### src/egcc_pkg.sv
// Shared types and constants for the eye gesture command classifier.
package egcc_pkg;

	localparam int MAG_W     = 16;
	localparam int PX_W      = 6;
	localparam int PY_W      = 5;
	localparam int TIME_W    = 32;
	localparam int RATIO_W   = 8;
	localparam int MAG_SUM_W = 21;
	localparam int X_SUM_W   = 11;
	localparam int Y_SUM_W   = 10;
	localparam int CALIB_W   = 5;
	localparam int PROD_W    = MAG_SUM_W + RATIO_W;

	localparam int BASE_FRAMES  = 29;
	localparam int CALIB_FRAMES = 30;
	localparam int MAG_SCALE    = BASE_FRAMES * 256;

	localparam int APB_ADDR_W = 3;
	localparam int APB_DATA_W = 32;

	localparam logic REG_CLOSE_RATIO = 1'b0;
	localparam logic REG_OPEN_RATIO  = 1'b1;

	localparam logic [RATIO_W-1:0] CLOSE_RATIO_RST = 8'd77;
	localparam logic [RATIO_W-1:0] OPEN_RATIO_RST  = 8'd128;

	typedef enum logic [2:0] {
		CMD_CENTER  = 3'd0,
		CMD_RIGHT   = 3'd1,
		CMD_LEFT    = 3'd2,
		CMD_UP      = 3'd3,
		CMD_DOWN    = 3'd4,
		CMD_CONFIRM = 3'd5,
		CMD_INIT    = 3'd6
	} cmd_t;

	typedef struct packed {
		logic emit;
		cmd_t cmd;
	} decision_t;

endpackage

### src/egcc_regs.sv
// Configuration register file: close and open ratio thresholds.
module egcc_regs import egcc_pkg::*; (
	input  logic                  clk,
	input  logic                  arst_n,
	input  logic                  psel,
	input  logic                  penable,
	input  logic                  pwrite,
	input  logic [APB_ADDR_W-1:0] paddr,
	input  logic [APB_DATA_W-1:0] pwdata,
	output logic [APB_DATA_W-1:0] prdata,
	output logic                  pready,
	output logic [RATIO_W-1:0]    close_ratio,
	output logic [RATIO_W-1:0]    open_ratio
);

	logic [RATIO_W-1:0] close_ratio_q;
	logic [RATIO_W-1:0] open_ratio_q;
	logic               wr_en;
	logic               reg_sel;

	assign pready  = 1'b1;
	assign reg_sel = paddr[2];
	assign wr_en   = psel && penable && pwrite;

	always_ff @(posedge clk or negedge arst_n) begin
		if (!arst_n) begin
			close_ratio_q <= CLOSE_RATIO_RST;
			open_ratio_q  <= OPEN_RATIO_RST;
		end else if (wr_en) begin
			unique case (reg_sel)
				REG_CLOSE_RATIO: close_ratio_q <= pwdata[RATIO_W-1:0];
				REG_OPEN_RATIO:  open_ratio_q  <= pwdata[RATIO_W-1:0];
				default:         close_ratio_q <= close_ratio_q;
			endcase
		end
	end

	always_comb begin
		prdata = '0;
		unique case (reg_sel)
			REG_CLOSE_RATIO: prdata[RATIO_W-1:0] = close_ratio_q;
			REG_OPEN_RATIO:  prdata[RATIO_W-1:0] = open_ratio_q;
			default:         prdata = '0;
		endcase
	end

	assign close_ratio = close_ratio_q;
	assign open_ratio  = open_ratio_q;

endmodule

### src/egcc_core.sv
// Classifier state and per-frame decision logic (baseline, blink, gaze).
module egcc_core import egcc_pkg::*; (
	input  logic               clk,
	input  logic               arst_n,
	input  logic               advance,
	input  logic [MAG_W-1:0]   magnitude,
	input  logic [PX_W-1:0]    pupil_x,
	input  logic [PY_W-1:0]    pupil_y,
	input  logic [TIME_W-1:0]  now_seconds,
	input  logic [RATIO_W-1:0] close_ratio,
	input  logic [RATIO_W-1:0] open_ratio,
	output decision_t          decision
);

	localparam logic signed [12:0] RIGHT_TH   = 13'sd116;
	localparam logic signed [12:0] LEFT_TH    = -13'sd174;
	localparam logic signed [11:0] DOWN_TH    = 12'sd115;
	localparam logic signed [11:0] UP_TH      = -12'sd115;
	localparam logic signed [12:0] BOX_X_LO   = -13'sd116;
	localparam logic signed [12:0] BOX_X_HI   = 13'sd145;
	localparam logic signed [11:0] BOX_Y_LO   = -12'sd87;
	localparam logic signed [11:0] BOX_Y_HI   = 12'sd87;

	logic [CALIB_W-1:0]   calib_q,   calib_d;
	logic [MAG_SUM_W-1:0] mag_sum_q, mag_sum_d;
	logic [X_SUM_W-1:0]   x_sum_q,   x_sum_d;
	logic [Y_SUM_W-1:0]   y_sum_q,   y_sum_d;
	logic                 eye_open_q, eye_open_d;
	logic                 gaze_held_q, gaze_held_d;
	logic [1:0]           blinks_q,  blinks_d;
	logic [TIME_W-1:0]    last_blink_q, last_blink_d;

	logic [PROD_W-1:0]    scaled;
	logic [PROD_W-1:0]    close_prod;
	logic [PROD_W-1:0]    open_prod;
	logic                 is_closed;
	logic                 is_open;
	logic [X_SUM_W-1:0]   px29;
	logic [Y_SUM_W-1:0]   py29;
	logic signed [12:0]   dx;
	logic signed [11:0]   dy;
	logic [1:0]           blinks_dec;
	logic [TIME_W-1:0]    since_blink;
	logic                 in_box;

	assign scaled     = PROD_W'(magnitude) * PROD_W'(MAG_SCALE);
	assign close_prod = PROD_W'(mag_sum_q) * PROD_W'(close_ratio);
	assign open_prod  = PROD_W'(mag_sum_q) * PROD_W'(open_ratio);
	assign is_closed  = eye_open_q && (scaled < close_prod);
	assign is_open    = scaled > open_prod;

	assign px29 = X_SUM_W'(pupil_x) * X_SUM_W'(BASE_FRAMES);
	assign py29 = Y_SUM_W'(pupil_y) * Y_SUM_W'(BASE_FRAMES);
	assign dx   = $signed({2'b00, px29}) - $signed({2'b00, x_sum_q});
	assign dy   = $signed({2'b00, py29}) - $signed({2'b00, y_sum_q});

	assign blinks_dec  = blinks_q - 2'd1;
	assign since_blink = now_seconds - last_blink_q;
	assign in_box      = (dx > BOX_X_LO) && (dx < BOX_X_HI) &&
	                     (dy > BOX_Y_LO) && (dy < BOX_Y_HI);

	always_comb begin
		decision     = '{emit: 1'b0, cmd: CMD_CENTER};
		calib_d      = calib_q;
		mag_sum_d    = mag_sum_q;
		x_sum_d      = x_sum_q;
		y_sum_d      = y_sum_q;
		eye_open_d   = eye_open_q;
		gaze_held_d  = gaze_held_q;
		blinks_d     = blinks_q;
		last_blink_d = last_blink_q;

		if (calib_q != '0) begin
			calib_d = calib_q - CALIB_W'(1);
			if (calib_q != CALIB_W'(CALIB_FRAMES)) begin
				mag_sum_d = mag_sum_q + MAG_SUM_W'(magnitude);
				x_sum_d   = x_sum_q + X_SUM_W'(pupil_x);
				y_sum_d   = y_sum_q + Y_SUM_W'(pupil_y);
				if (calib_q == CALIB_W'(1))
					decision = '{emit: 1'b1, cmd: CMD_INIT};
			end
		end else if (is_closed) begin
			eye_open_d = 1'b0;
			if (blinks_dec == 2'd0) begin
				blinks_d = 2'd2;
				if (since_blink < TIME_W'(2))
					decision = '{emit: 1'b1, cmd: CMD_CONFIRM};
			end else begin
				blinks_d     = blinks_dec;
				last_blink_d = now_seconds;
			end
		end else if (is_open) begin
			eye_open_d = 1'b1;
			if (!gaze_held_q) begin
				priority if (dx > RIGHT_TH)
					decision = '{emit: 1'b1, cmd: CMD_RIGHT};
				else if (dx < LEFT_TH)
					decision = '{emit: 1'b1, cmd: CMD_LEFT};
				else if (dy > DOWN_TH)
					decision = '{emit: 1'b1, cmd: CMD_DOWN};
				else if (dy < UP_TH)
					decision = '{emit: 1'b1, cmd: CMD_UP};
				else
					decision = '{emit: 1'b0, cmd: CMD_CENTER};
				if (decision.emit) begin
					gaze_held_d = 1'b1;
					blinks_d    = 2'd2;
				end
			end else if (in_box) begin
				gaze_held_d = 1'b0;
				decision    = '{emit: 1'b1, cmd: CMD_CENTER};
			end
		end
	end

	always_ff @(posedge clk or negedge arst_n) begin
		if (!arst_n) begin
			calib_q      <= CALIB_W'(CALIB_FRAMES);
			mag_sum_q    <= '0;
			x_sum_q      <= '0;
			y_sum_q      <= '0;
			eye_open_q   <= 1'b0;
			gaze_held_q  <= 1'b0;
			blinks_q     <= 2'd2;
			last_blink_q <= '0;
		end else if (advance) begin
			calib_q      <= calib_d;
			mag_sum_q    <= mag_sum_d;
			x_sum_q      <= x_sum_d;
			y_sum_q      <= y_sum_d;
			eye_open_q   <= eye_open_d;
			gaze_held_q  <= gaze_held_d;
			blinks_q     <= blinks_d;
			last_blink_q <= last_blink_d;
		end
	end

endmodule

### src/eye_gesture_command_classifier.sv
// Top level: input register, classifier core, result register, config port.
//
//  port group  | kind        | moves
//  ------------+-------------+-----------------------------------------------
//  in_*        | valid/ready | magnitude, pupil_x, pupil_y, now_seconds
//  out_*       | valid/ready | command
//  apb         | APB access  | close_ratio @0x0, open_ratio @0x4
//
// A frame is registered on transfer and decided once the result register can
// take it; the state then updates and any command lands in the result register.
// One frame per cycle is sustained while out_ready stays high. A full result
// register that is not taken holds the input register, which then drops in_ready.
// Reset clears all classifier state; calibration restarts with the next frame.
module eye_gesture_command_classifier import egcc_pkg::*; (
	input  logic                  clk,
	input  logic                  arst_n,
	input  logic                  in_valid,
	output logic                  in_ready,
	input  logic [MAG_W-1:0]      magnitude,
	input  logic [PX_W-1:0]       pupil_x,
	input  logic [PY_W-1:0]       pupil_y,
	input  logic [TIME_W-1:0]     now_seconds,
	output logic                  out_valid,
	input  logic                  out_ready,
	output logic [2:0]            command,
	input  logic                  psel,
	input  logic                  penable,
	input  logic                  pwrite,
	input  logic [APB_ADDR_W-1:0] paddr,
	input  logic [APB_DATA_W-1:0] pwdata,
	output logic [APB_DATA_W-1:0] prdata,
	output logic                  pready
);

	logic               valid_s1;
	logic [MAG_W-1:0]   magnitude_s1;
	logic [PX_W-1:0]    pupil_x_s1;
	logic [PY_W-1:0]    pupil_y_s1;
	logic [TIME_W-1:0]  now_seconds_s1;
	logic               out_valid_q;
	cmd_t               command_q;
	logic               advance;
	decision_t          decision;
	logic [RATIO_W-1:0] close_ratio;
	logic [RATIO_W-1:0] open_ratio;

	assign advance  = valid_s1 && (!out_valid_q || out_ready);
	assign in_ready = !valid_s1 || advance;

	always_ff @(posedge clk or negedge arst_n) begin
		if (!arst_n) begin
			valid_s1 <= 1'b0;
		end else if (in_ready) begin
			valid_s1 <= in_valid;
		end
	end

	always_ff @(posedge clk) begin
		if (in_valid && in_ready) begin
			magnitude_s1   <= magnitude;
			pupil_x_s1     <= pupil_x;
			pupil_y_s1     <= pupil_y;
			now_seconds_s1 <= now_seconds;
		end
	end

	egcc_regs u_regs (
		.clk         (clk),
		.arst_n      (arst_n),
		.psel        (psel),
		.penable     (penable),
		.pwrite      (pwrite),
		.paddr       (paddr),
		.pwdata      (pwdata),
		.prdata      (prdata),
		.pready      (pready),
		.close_ratio (close_ratio),
		.open_ratio  (open_ratio)
	);

	egcc_core u_core (
		.clk         (clk),
		.arst_n      (arst_n),
		.advance     (advance),
		.magnitude   (magnitude_s1),
		.pupil_x     (pupil_x_s1),
		.pupil_y     (pupil_y_s1),
		.now_seconds (now_seconds_s1),
		.close_ratio (close_ratio),
		.open_ratio  (open_ratio),
		.decision    (decision)
	);

	always_ff @(posedge clk or negedge arst_n) begin
		if (!arst_n) begin
			out_valid_q <= 1'b0;
		end else if (advance) begin
			out_valid_q <= decision.emit;
		end else if (out_ready) begin
			out_valid_q <= 1'b0;
		end
	end

	always_ff @(posedge clk) begin
		if (advance && decision.emit)
			command_q <= decision.cmd;
	end

	assign out_valid = out_valid_q;
	assign command   = command_q;

endmodule

### config.mk
export PLATFORM = sky130hd
export DESIGN_NAME = eye_gesture_command_classifier
export DESIGN_NICKNAME = d
export VERILOG_FILES = /design/src/egcc_pkg.sv /design/src/egcc_regs.sv /design/src/egcc_core.sv /design/src/eye_gesture_command_classifier.sv
export SDC_FILE = /design/constraint.sdc
export NUM_CORES = 1
export LEC_CHECK = 0
export BUFFER_PORTS_ARGS = -buffer_cell sky130_fd_sc_hd__buf_2
export CAP_MARGIN = 0
export CORE_ASPECT_RATIO = 0.5
export CORE_MARGIN = 1
export CORE_UTILIZATION = 59
export DETAILED_ROUTE_END_ITERATION = 6
export PLACE_DENSITY = 0.85
export SLEW_MARGIN = 20
export SYNTH_ARGS = -nofsm -noshare
export SYNTH_HDL_FRONTEND = slang
export SYNTH_SLANG_ARGS = --single-unit
### constraint.sdc
create_clock -name clk -period 9.2 [get_ports clk]
set_input_delay 1.84 -clock clk [delete_from_list [all_inputs] [get_ports clk]]
set_output_delay 1.84 -clock clk [all_outputs]
set_load 0.03 [all_outputs]
==> results, run 1 <==
- The sequential cell area is 4400 um^2.
- The number of design-rule violations left by the first detailed-router iteration is 1375.
- TritonCTS built the clock tree.
- The die covers 43000 um^2.
- The placed standard-cell area is 25600 um^2.
- The simple-gate area share of the yosys netlist is 0.168.
- The floorplan die height is between 100 and 150 um.
- Synthesis produced a netlist whose cell count is around 2800.
- The maximum count of clock buffers along a single path is 2.
- The tree built by TritonCTS fans out to 163 sinks.
- The met3 routing resource usage after global routing is 0.0322.
- The final HPWL from detailed placement is 43400 um.
- Along the worst path, the maximum fanout reaches 23.
- The standard cell core area is between 40000 and 50000 um^2.
- The overall track demand over capacity in global routing is 0.273.
- The data required time of the worst path is between 9000 and 10000 ps.
- Routability-driven placement finished with a final weighted congestion of 0.921.
- The count of cells resized by post-cts repair is 0.
- Across the routed clock network, the largest skew measured is 14.8 ps.
- The final period demand of the worst path is 8880 ps.
- In the finished design, the share of the clock period the worst path needs comes to 0.965.
- The parity-gate share of the synthesized area counting xor and xnor cells is 0.0402.
- Of the post-synthesis cell area, the dominant cell type holds 0.232.
- The clock-pin slew on the worst setup and hold paths is 70 ps.
- The area used by multi-input combinational logic is 18200 um^2.
- The mapped netlist covers 24900 um^2.
- The dominant combinational cell family by area after synthesis is adder cells.
- The share of the Yosys chip area taken by registers is 0.177.
- The final count of hold timing violations is 0.
- Counting tap cells, the placed design contains a total of 3308 instances.
- The busiest layer in global routing is met2.
- The fill cell instance count of the final layout is about 3200.
- The number of max-capacitance violations reported is 0.
- The Yosys step of the flow raised 0 warnings.
- Global routing finished with a remaining overflow of 0.
- The buffer type at the clock tree root is clkbuf_16.
- The fmax is 113 MHz.
- The critical path class is reg -> reg.
- For this run, the number of standard cells in the final layout without fillers is between 3000 and 4000.
- Measured against the total synthesized area, the mux share comes to 0.0156.
- The met1 usage in global routing is 0.346.
- In this run, post-CTS hold repair placed 0 buffers.
- The flow ran to the end, and the final reports show no timing, DRC or antenna violations.
- The total power density per cell area is roughly 170 nW/um^2.
- VDD sags by at most about 140 uV.
- The flip-flop and latch count after synthesis is 163.
- The count of boundary I/O pins is 139.
- The worst-margin pin slew is 994 ps.
- The detailed-route vias per instance is approximately 5.8.
- The top cell types in the final layout, fill and taps aside, are inv_1, fa_1, ha_1.
- After synthesis, the cell types taking the most area are fa_1, ha_1, dfrtp_1, edfxtp_1, inv_1.
- The number of clock buffers added by TritonCTS is 17.
- The total design power is 4.44 mW.
- In the final design database the tool counted 3464 nets.
- The worst pin sits at a relative slew slack of 0.338.
- At the placement stage, the worst setup path has a slack of 579 ps.
- For this design, the slowest cell found on the critical path is dfrtp_1.
- The count of buffers added on input and output ports is 87.
- The total leakage power is 13.2 nW.
- Setup violations remaining at the end of the flow were counted as 0.
- Of the total synthesized cell area, the portion taken by full adders, half adders and majority gates is 0.377.
- The final instance area is 26200 um^2.
- The number of global-route vias before repair is 20191.
- The synthesized-area fraction occupied by ao, oa, aoi and oai cells is 0.127.
- The row count is 52.
- The largest area contributor in the netlist is fa_1.
- After clock tree synthesis, the setup repair step added 0 buffers.
- The share of async-settable or async-resettable flops after synthesis is 0.620.
- After detailed routing, the number of remaining DRC violations is 0.
- The worst setup path is captured at a flop.
- The number of antenna violations at the first check in global routing is 1.
- Clock latency on the worst-skew pair, taken at its later pin, is 460 ps.
- Once routing completed, OpenROAD measured the worst setup slack at 318 ps.
- The largest stage delay on the critical path is 960 ps.
- The first global-routing pass estimated 95600 um of wire.
- The number of flops mapped to enable cells by yosys is 62.
- The routed layout has 19382 vias.
- The maximum number of pins on one net before global-route repair is 65.
- The leading cell type in the layout, fill and taps excluded is inv_1.
- The netlist uses 86 different library cells.
- Relative to the synthesized area, the layout overhead comes to 5.38%.
- The initial utilization of the core area, before any placement, comes to 0.606.
- The max-slew violation total from the final report came to 0.
- In this run the number of H-tree levels came out at 4.
- Among all flip-flop cells after synthesis, the most frequent one is dfrtp_1.
- The fraction of met2 tracks used by global routing is 0.479.
- Adding up every negative setup slack in the final design gives 0 ps.
- The most numerous cell type found on the critical path is fa_1.
- In this run the mean area of a mapped cell was 8.99 um^2.
- In this run the horizontal extent of the chip is 292 um.
- Setup repair after global routing left no endpoint under its margin.
- The post-detailed-route count of antenna-violating nets is 0.
- In this run the worst hold path is classified as reg -> reg.
- The kind of launch point of the worst setup path is a flop.
- Dividing the detail-routed wire length by the instance count gives 16.9 um.
- In the final layout, the share of cells above drive strength 1 is 0.0739.
- For this block, the routed nets add up to 56300 um of wire.
- The detailed-router iteration count before antenna repair is 7.
- The critical path arrival is roughly 9000 ps.
## flip-flops by register name (all words and copies together), names as in the netlist, 2 cells and up
name / cells
u_core.x_sum_q: 11
u_core.y_sum_q: 10
u_regs.close_ratio: 8
u_regs.open_ratio: 8
command: 3
magnitude_s1: 16
u_core.calib_q: 5
now_seconds_s1: 32
u_core.last_blink_q: 32
u_core.blinks_q: 2
u_core.mag_sum_q: 21
pupil_x_s1: 6
pupil_y_s1: 5
## cells by family after synthesis
kind of cell,Yosys count
compound gates,487
xor+xnor,114
fa+ha+maj,576
buf+inv,590
flops,163
mux,35
other cells,2
simple gates,797
## path summary, 6_finish.rpt
kind / from / to / slack, ps / depth (start not counted)
worst max-delay path: u_regs.open_ratio[4]$_DFFE_PN0P_ / command[0]$_SDFFCE_PP0P_ / 320 / 28
worst min-delay path: u_core.calib_q[4]$_DFFE_PN1P_ / u_core.calib_q[4]$_DFFE_PN1P_ / 490 / 1
worst max register to register: u_regs.open_ratio[4]$_DFFE_PN0P_ / command[0]$_SDFFCE_PP0P_ / 320 / 28
worst min register to register: u_core.calib_q[4]$_DFFE_PN1P_ / u_core.calib_q[4]$_DFFE_PN1P_ / 490 / 1
max in group asynchronous: arst_n / u_regs.open_ratio[0]$_DFFE_PN0P_ / 6560 / 2
min in group asynchronous: arst_n / u_core.x_sum_q[3]$_DFFE_PN0P_ / 1340 / 1
## final cells by class
cell class,count,area share
Antenna cell,1,0.0000955
Clock buffer,18,0.0172
Clock inverter,14,0.00602
Inverter,472,0.0676
Multi-Input combinational cell,2034,0.695
Sequential cell,163,0.168
Tap cell,540,0.0258
Timing Repair Buffer,99,0.0206
## critical path: cells and delay by family, from the launching register on
family / cells / cell delay, ps
xor gates and xnor gates: 1 / 150
adders and majority gates: 6 / 2720
buffers and inverters: 3 / 150
DFF: 1 / 960
AOI/OAI and AO/OA: 12 / 3080
and+or+nand+nor: 6 / 1480
## through the flow
step	utilization	hold WS, ps
3_5_place_dp	0.624	464
2_1_floorplan	-	445
6_report	0.639	485
4_1_cts	0.639	487
3_3_place_gp	0.624	462
5_1_grt	0.639	499
## metal layers
metal | part of all wire | wire length (um)
met4 | 0.036 | 2040
met2 | 0.49 | 27800
met5 | 0 | 0
met3 | 0.053 | 2970
met1 | 0.42 | 23500
## where the power goes
part	leakage (nW)	switching (mW)	internal [mW]	total (mW)
combinational	11.0	1.58	1.07	2.65
clock	0.295	0.375	0.381	0.757
sequential	1.85	0.161	0.876	1.04
total	13.2	2.12	2.33	4.44
## cells in the mapped netlist (all sizes together) (29+ instances only)
master / number
inv: 472
fa: 288
ha: 288
and2: 248
nand2: 219
o21ai: 130
a21oi: 123
nor2: 110
dfrtp: 91
clkbuf: 88
edfxtp: 62
xnor2: 60
a21o: 58
xor2: 54
nor3: 43
nand3: 32
mux2: 30
buf: 29
No activity file was read; power rests on OpenSTA's default activity.
==> inputs of run 2 (changes only) <==
--- a/config.mk
+++ b/config.mk
@@ -5,13 +5,13 @@
 export SDC_FILE = /design/constraint.sdc
 export NUM_CORES = 1
 export LEC_CHECK = 0
-export BUFFER_PORTS_ARGS = -buffer_cell sky130_fd_sc_hd__buf_2
 export CAP_MARGIN = 0
 export CORE_ASPECT_RATIO = 0.5
 export CORE_MARGIN = 1
 export CORE_UTILIZATION = 59
 export DETAILED_ROUTE_END_ITERATION = 6
-export PLACE_DENSITY = 0.85
+export DONT_BUFFER_PORTS = 1
+export PLACE_DENSITY = 0.83
 export SLEW_MARGIN = 20
 export SYNTH_ARGS = -nofsm -noshare
 export SYNTH_HDL_FRONTEND = slang
==> run 2 against run 1 <==
Sequential power about the same. Sequential share of layout area rose by 0.31 points. Total power fell by 0.98%. Critical endpoint is now command[2]$_DFFE_PP_. Largest power group unchanged. Register-to-register slack gained 170 ps.
==> results, run 2 (same netlist as run 1, synthesis figures left out) <==
- The max-slew violation total from the final report is 0.
- The worst slew slack as a fraction of its limit is 0.398.
- Excluding fillers, the count of instances in the completed layout stands at 3258.
- The layout cell share with drive strength beyond 1 is 0.0482.
- Across every metal layer, demand over resource in global routing totals 0.268.
- The detailed-route vias per instance is between 5 and 6.
- Based on the critical path, the design can be clocked at up to 115 MHz.
- The number of global-route vias before repair was 19515.
- Entering global routing, the biggest net connects 102 pins.
- The net total in the final layout is about 3400.
- The level count of the clock H-tree is 4.
- Setup repair after global routing left no endpoint under its margin.
- The via count is 18980.
- The row count is 52.
- CTS saw 163 sinks.
- The data required time of the worst path is 9370 ps.
- The beginning of the critical path is u_regs.open_ratio[5]$_DFFE_PN0P_.
- For this run the aggregate overflow at the end of global routing stands at 0.
- The routed wire length per instance is 17.0 um.
- The critical path class is reg -> reg.
- The global-route wire length before repair is 93500 um.
- The maximum count of clock buffers along a single path is 2.
- The floorplan step defined a die boundary enclosing 43000 um^2.
- The kind of launch point of the worst setup path is a flop.
- The kind of end point of the critical path is a flop.
- The flow ran to the end, and the final reports show no timing, DRC or antenna violations.
- Subtracting the final worst setup slack from the clock period gives 8710 ps.
- The remaining routing DRC violations is 0.
- The latest clock arrival within the worst-skew pair is 460 ps.
- The largest voltage drop on the vdd net is 154 uV.
- The final core area utilization is 0.629.
- The CTS buffer count is 17.
- The total leakage power is 12.9 nW.
- The floorplan die height is 147 um.
- The library cell used most frequently in the layout, excluding fill and tap cells, is inv_1.
- The final setup violation count is 0.
- The kind of path behind the tightest hold check is reg -> reg.
- The placer's final routability congestion estimate is 0.925.
- The critical path arrival is 8880 ps.
- On the worst path, the slowest cell contributes a delay of slightly above 900 ps.
- Including well taps, the total number of placed cells is 3225.
- The largest registers in the layout are now_seconds_s1 (32), u_core.last_blink_q (32), u_core.mag_sum_q (21).
- The worst register-to-register path begins at u_regs.open_ratio[5]$_DFFE_PN0P_.
- The total power density per cell area is 171 nW/um^2.
- The starting density of the core is 0.606.
- The clock-pin slew on the worst setup and hold paths is around 80 ps.
- The number of design-rule violations left by the first detailed-router iteration is 1209.
- The final count of hold timing violations is 0.
- The critical path's slowest cell is dfrtp_1.
- In this run the tool buffered the top-level ports with 0 buffer cells.
- Between clock sinks in the finished design, the worst skew comes to roughly 19 ps.
- TritonCTS built the clock tree.
- The core region is roughly 41000 um^2.
- Leaving out fill and tap cells, the most frequent cells in the layout are inv_1, fa_1, ha_1.
- Measured along the x axis, the die boundary spans between 200 and 300 um.
- The worst-margin pin slew is 903 ps.
- The routed design has 55300 um of wire.
- The post-detailed-route count of antenna-violating nets is 0.
- The number of antenna violations at the first check in global routing is 2.
- Summed over all failing endpoints, the final setup total negative slack is 0 ps.
- The area growth from synthesis to layout is 3.70%.
- 139 I/O pins were placed.
- The launch point of the worst hold path is u_core.y_sum_q[9]$_DFFE_PN0P_.
- The detailed-router iteration count before antenna repair is 7.
- Buffers added to address setup during post-CTS repair amount to 0.
- The fill cell instance count of the final layout is 3325.
- Along the worst path, the maximum fanout reaches 23.
- The number of max-capacitance violations reported is 0.
- The final HPWL from detailed placement is 42600 um.
- The buffer type at the clock tree root is clkbuf_16.
- In this design, the critical path's most frequently occurring cell is fa_1.
- The ratio of final minimum period to clock period is 0.947.
==> run 2: final timing paths <==
path | end | slack [ps] | cells past startpoint
min in group asynchronous | u_core.x_sum_q[3]$_DFFE_PN0P_ | 1070 | 0
min | u_core.y_sum_q[9]$_DFFE_PN0P_ | 490 | 1
max in group asynchronous | u_regs.close_ratio[3]$_DFFE_PN1P_ | 7850 | 0
min reg2reg | u_core.y_sum_q[9]$_DFFE_PN0P_ | 490 | 1
max reg2reg | command[2]$_DFFE_PP_ | 490 | 28
max | command[2]$_DFFE_PP_ | 490 | 28
==> run 2: routing by layer <==
metal,vias up,wire length (um),global-route usage
li1,8901,-,-
met1,9338,23300,0.342
met2,599,27200,0.467
met3,142,2930,0.0343
met4,0,1960,0.103
met5,-,0,0
==> run 2: per-stage QoR <==
stage | setup slack [ps] | hold WS (ps) | cell area (um^2) | power [mW]
detailed placement | 730 | 474 | 25200 | 3.57
floorplan | 2030 | 445 | 24900 | 3.01
finish | 492 | 490 | 25800 | 4.40
CTS | 625 | 495 | 25800 | 4.37
global placement | 942 | 471 | 25200 | 3.47
global route | 41.0 | 509 | 25800 | 4.76
==> run 2: repair_timing <==
item,CTS,global route
endpoints found under the setup margin,0,17
hold buffers,0,0
resized for setup,0,8
==> run 2: layout make-up <==
cell class / count / area [um^2] / area share
flip-flops and latches: 163 / 4410 / 0.171
clock inverters: 15 / 175 / 0.00680
inverters: 472 / 1770 / 0.0687
diodes: 1 / 2.50 / 0.0000971
well taps: 540 / 676 / 0.0262
multi-input cells: 2034 / 18200 / 0.706
clock buffers: 17 / 425 / 0.0165
repair buffers: 16 / 120 / 0.00466
==> run 2: where the power goes <==
group	total, mW	internal [mW]	switching (mW)
logic	2.61	1.05	1.56
registers	1.04	0.877	0.160
clock network	0.751	0.369	0.382
==> run 2: worst max-delay path, delay by kind of cell, from the launching register on <==
| family | cells | cell delay [ps] |
|---|---|---|
| adder cells (fa/ha/maj) | 6 | 2730 |
| AND/OR/NAND/NOR | 6 | 1430 |
| buffers and inverters | 3 | 150 |
| flip-flops | 1 | 910 |
| XOR/XNOR | 1 | 150 |
| AO/OA/AOI/OAI | 12 | 3000 |
==> inputs of run 3 (changes only) <==
--- a/config.mk
+++ b/config.mk
@@ -6,12 +6,14 @@
 export NUM_CORES = 1
 export LEC_CHECK = 0
 export CAP_MARGIN = 0
+export CELL_PAD_IN_SITES_DETAIL_PLACEMENT = 2
+export CELL_PAD_IN_SITES_GLOBAL_PLACEMENT = 2
 export CORE_ASPECT_RATIO = 0.5
 export CORE_MARGIN = 1
-export CORE_UTILIZATION = 59
+export CORE_UTILIZATION = 42
 export DETAILED_ROUTE_END_ITERATION = 6
 export DONT_BUFFER_PORTS = 1
-export PLACE_DENSITY = 0.83
+export PLACE_DENSITY = 0.91
 export SLEW_MARGIN = 20
 export SYNTH_ARGS = -nofsm -noshare
 export SYNTH_HDL_FRONTEND = slang
==> run 3 against run 2 <==
Clock skew is 5.7 ps higher. Register-to-register slack worse by 440 ps. Critical path type unchanged. Clock power is 7.9% higher. Non-clock buffer count is 13 higher. Sequential share of layout area is 0.24 points lower. Core utilization is 18 points lower. Sequential cell count stayed put.
==> results, run 3 (same netlist as run 1, synthesis figures left out) <==
- The first global-routing pass estimated around 170000 um of wire.
- The worst slew slack as a fraction of its limit is 0.212.
- The first TritonRoute pass finished after 7 iterations.
- In this run the clock root is driven by a clkbuf_16.
- The number of max-capacitance violations reported is 0.
- The run finished with clean final reports.
- The total power density per cell area is 198 nW/um^2.
- Cell internal power was estimated by the tool at about 2.4 mW.
- The max-slew violation total from the final report is 0.
- The combinational group share of total power is 0.640.
- The largest registers in the layout are now_seconds_s1 (32), u_core.last_blink_q (32), u_core.mag_sum_q (21).
- The final count of hold timing violations is 0.
- Static timing analysis puts the maximum clock frequency at 109 MHz.
- The worst clock skew is 24.9 ps.
- The worst-margin pin slew is 1180 ps.
- The number of global-route vias before repair is 26296.
- The library cell appearing most often on the critical path is fa_1.
- CTS built an H-tree with a depth of 4.
- The net count of the finished layout is 3394.
- The sequential cell fraction of total power is 0.205.
- The library cell used most frequently in the layout, excluding fill and tap cells, is inv_1.
- Entering global routing, the biggest net connects 102 pins.
- Of the total power, the clock network draws 0.156.
- The starting density of the core is 0.429.
- The total negative slack for setup checks is 0 ps.
- The die covers ~60000 um^2.
- The worst setup path is of the reg -> reg kind.
- The maximum fanout along the worst path is 10.
- The met1 usage in global routing is 0.385.
- The placed standard-cell area is 25500 um^2.
- The floorplan has 62 rows.
- The area growth from synthesis to layout is 5.60%.
- For this design, the sink count on the clock tree is 163.
- In the final routed layout, each cell accounts on average for 31.4 um.
- The number of antenna violations at the first check in global routing is 8.
- The final instance area is 26200 um^2.
- The standard cell core area is roughly 58000 um^2.
- For the worst setup path, the data required time is approximately 9400 ps.
- The CTS buffer count is 17.
- The fraction of met2 tracks used by global routing is 0.641.
- The cts-stage hold buffer count is 0.
- The latest clock arrival within the worst-skew pair is about 520 ps.
- The final HPWL from detailed placement is 71300 um.
- The floorplan die height is 174 um.
- The worst setup margin is 55.1 ps.
- Routability-driven placement finished with a final weighted congestion of 0.855.
- The worst hold path belongs to the class reg -> reg.
- The CTS tree is yes.
- Across every metal layer, demand over resource in global routing totals 0.366.
- The count of boundary I/O pins is 139.
- The final hold slack is 498 ps.
- The sum of overflow across all layers after global routing is 0.
- In the layout the commonest cells are inv_1, fa_1, ha_1.
- The kind of end point of the critical path is a flop.
- Clock-pin slew was measured on the worst setup and hold paths at approximately 100 ps.
- The via count is 22107.
- The number of port buffers is 0.
- The remaining routing DRC violations is 0.
- The width of the chip is 346 um.
- The largest stage delay on the critical path is 750 ps.
- For this design the static power due to leakage is 12.9 nW.
- The critical path's slowest cell is dfrtp_1.
- The worst-case IR drop observed on VDD is 183 uV.
- Wires add up to around 110000 um.
- Before CTS, the worst setup slack after placement is -178 ps.
- The ratio of final minimum period to clock period is 0.994.
- For met3 alone, demand over resource in global routing was 0.0780.
- The switching fraction of total power is 0.541.
- The detailed-route vias per instance is 6.31.
- The maximum count of clock buffers along a single path is 2.
- For the worst setup path, the data arrival time is 9390 ps.
- Setup violations remaining at the end of the flow were counted as 0.
- The layer flagged by global routing as most heavily used is met2.
- The switching power of the nets is 2.82 mW.
- The detail route stage leaves a number of antenna-violating nets equal to 0.
- The worst setup path is launched from a flop.
- The smallest clock period supported by the final layout is computed as 9140 ps.
- The layout cell share with drive strength beyond 1 is 0.0586.
- In this run, the number of DRC markers left after iteration 0 of detailed routing was 1596.
[run 3: stage by stage]
stage | utilization | power, mW | instances
floorplan | - | 3.01 | 2787
global placement | 0.441 | 3.60 | 3465
detailed placement | 0.441 | 3.95 | 3465
CTS | 0.452 | 5.01 | 3497
global route | 0.453 | 5.41 | 3501
finish | 0.453 | 5.21 | 3503
[run 3: cell type report]
| type | count | area, um^2 |
|---|---|---|
| Fill cell | 6151 | 31700 |
| Multi-Input combinational cell | 2034 | 18300 |
| Sequential cell | 163 | 4430 |
| Inverter | 472 | 1770 |
| Tap cell | 768 | 961 |
| Clock buffer | 17 | 425 |
| Timing Repair Buffer | 29 | 218 |
| Clock inverter | 15 | 173 |
| Antenna cell | 5 | 12.5 |
[run 3: worst paths after layout]
kind / cells after the start / from / slack, ps / endpoint
max: 28 / u_core.mag_sum_q[9]$_DFFE_PN0P_ / 60 / command[1]$_DFFE_PP_
min: 1 / u_core.y_sum_q[9]$_DFFE_PN0P_ / 500 / u_core.y_sum_q[9]$_DFFE_PN0P_
max reg2reg: 28 / u_core.mag_sum_q[9]$_DFFE_PN0P_ / 60 / command[1]$_DFFE_PP_
min reg2reg: 1 / u_core.y_sum_q[9]$_DFFE_PN0P_ / 500 / u_core.y_sum_q[9]$_DFFE_PN0P_
max in group asynchronous: 0 / arst_n / 7890 / u_regs.close_ratio[2]$_DFFE_PN1P_
min in group asynchronous: 0 / arst_n / 1020 / u_core.x_sum_q[1]$_DFFE_PN0P_
[run 3: timing repair]
item / CTS / global route
endpoints found under the setup margin: 41 / 40
resized for setup: 17 / 15
gates cloned: 0 / 0
setup buffers: 0 / 1
pin swaps: 0 / 0
[run 3: power by group through the flow]
| stage | Combinational [mW] | Sequential (mW) | Clock [mW] |
|---|---|---|---|
| final | 3.33 | 1.07 | 0.810 |
| after global routing | 3.50 | 1.07 | 0.831 |
| after CTS | 3.15 | 1.05 | 0.805 |
| after detailed placement | 2.89 | 1.06 | 0 |
| after global placement | 2.56 | 1.04 | 0 |
| after floorplan | 2.07 | 0.938 | 0 |
[run 3: metal layers]
metal / vias up / part of all wire
li1: 8931 / -
met1: 11305 / 0.35
met2: 1231 / 0.49
met3: 636 / 0.062
met4: 4 / 0.090
met5: - / 0.00015
[run 3: critical path: cells and delay by family, from the launching register on]
| family | cells | cell delay [ps] |
|---|---|---|
| flops | 1 | 750 |
| compound gates | 11 | 3140 |
| xor+xnor | 1 | 160 |
| fa+ha+maj | 6 | 2900 |
| simple gates | 6 | 1170 |
| buf+inv | 4 | 720 |
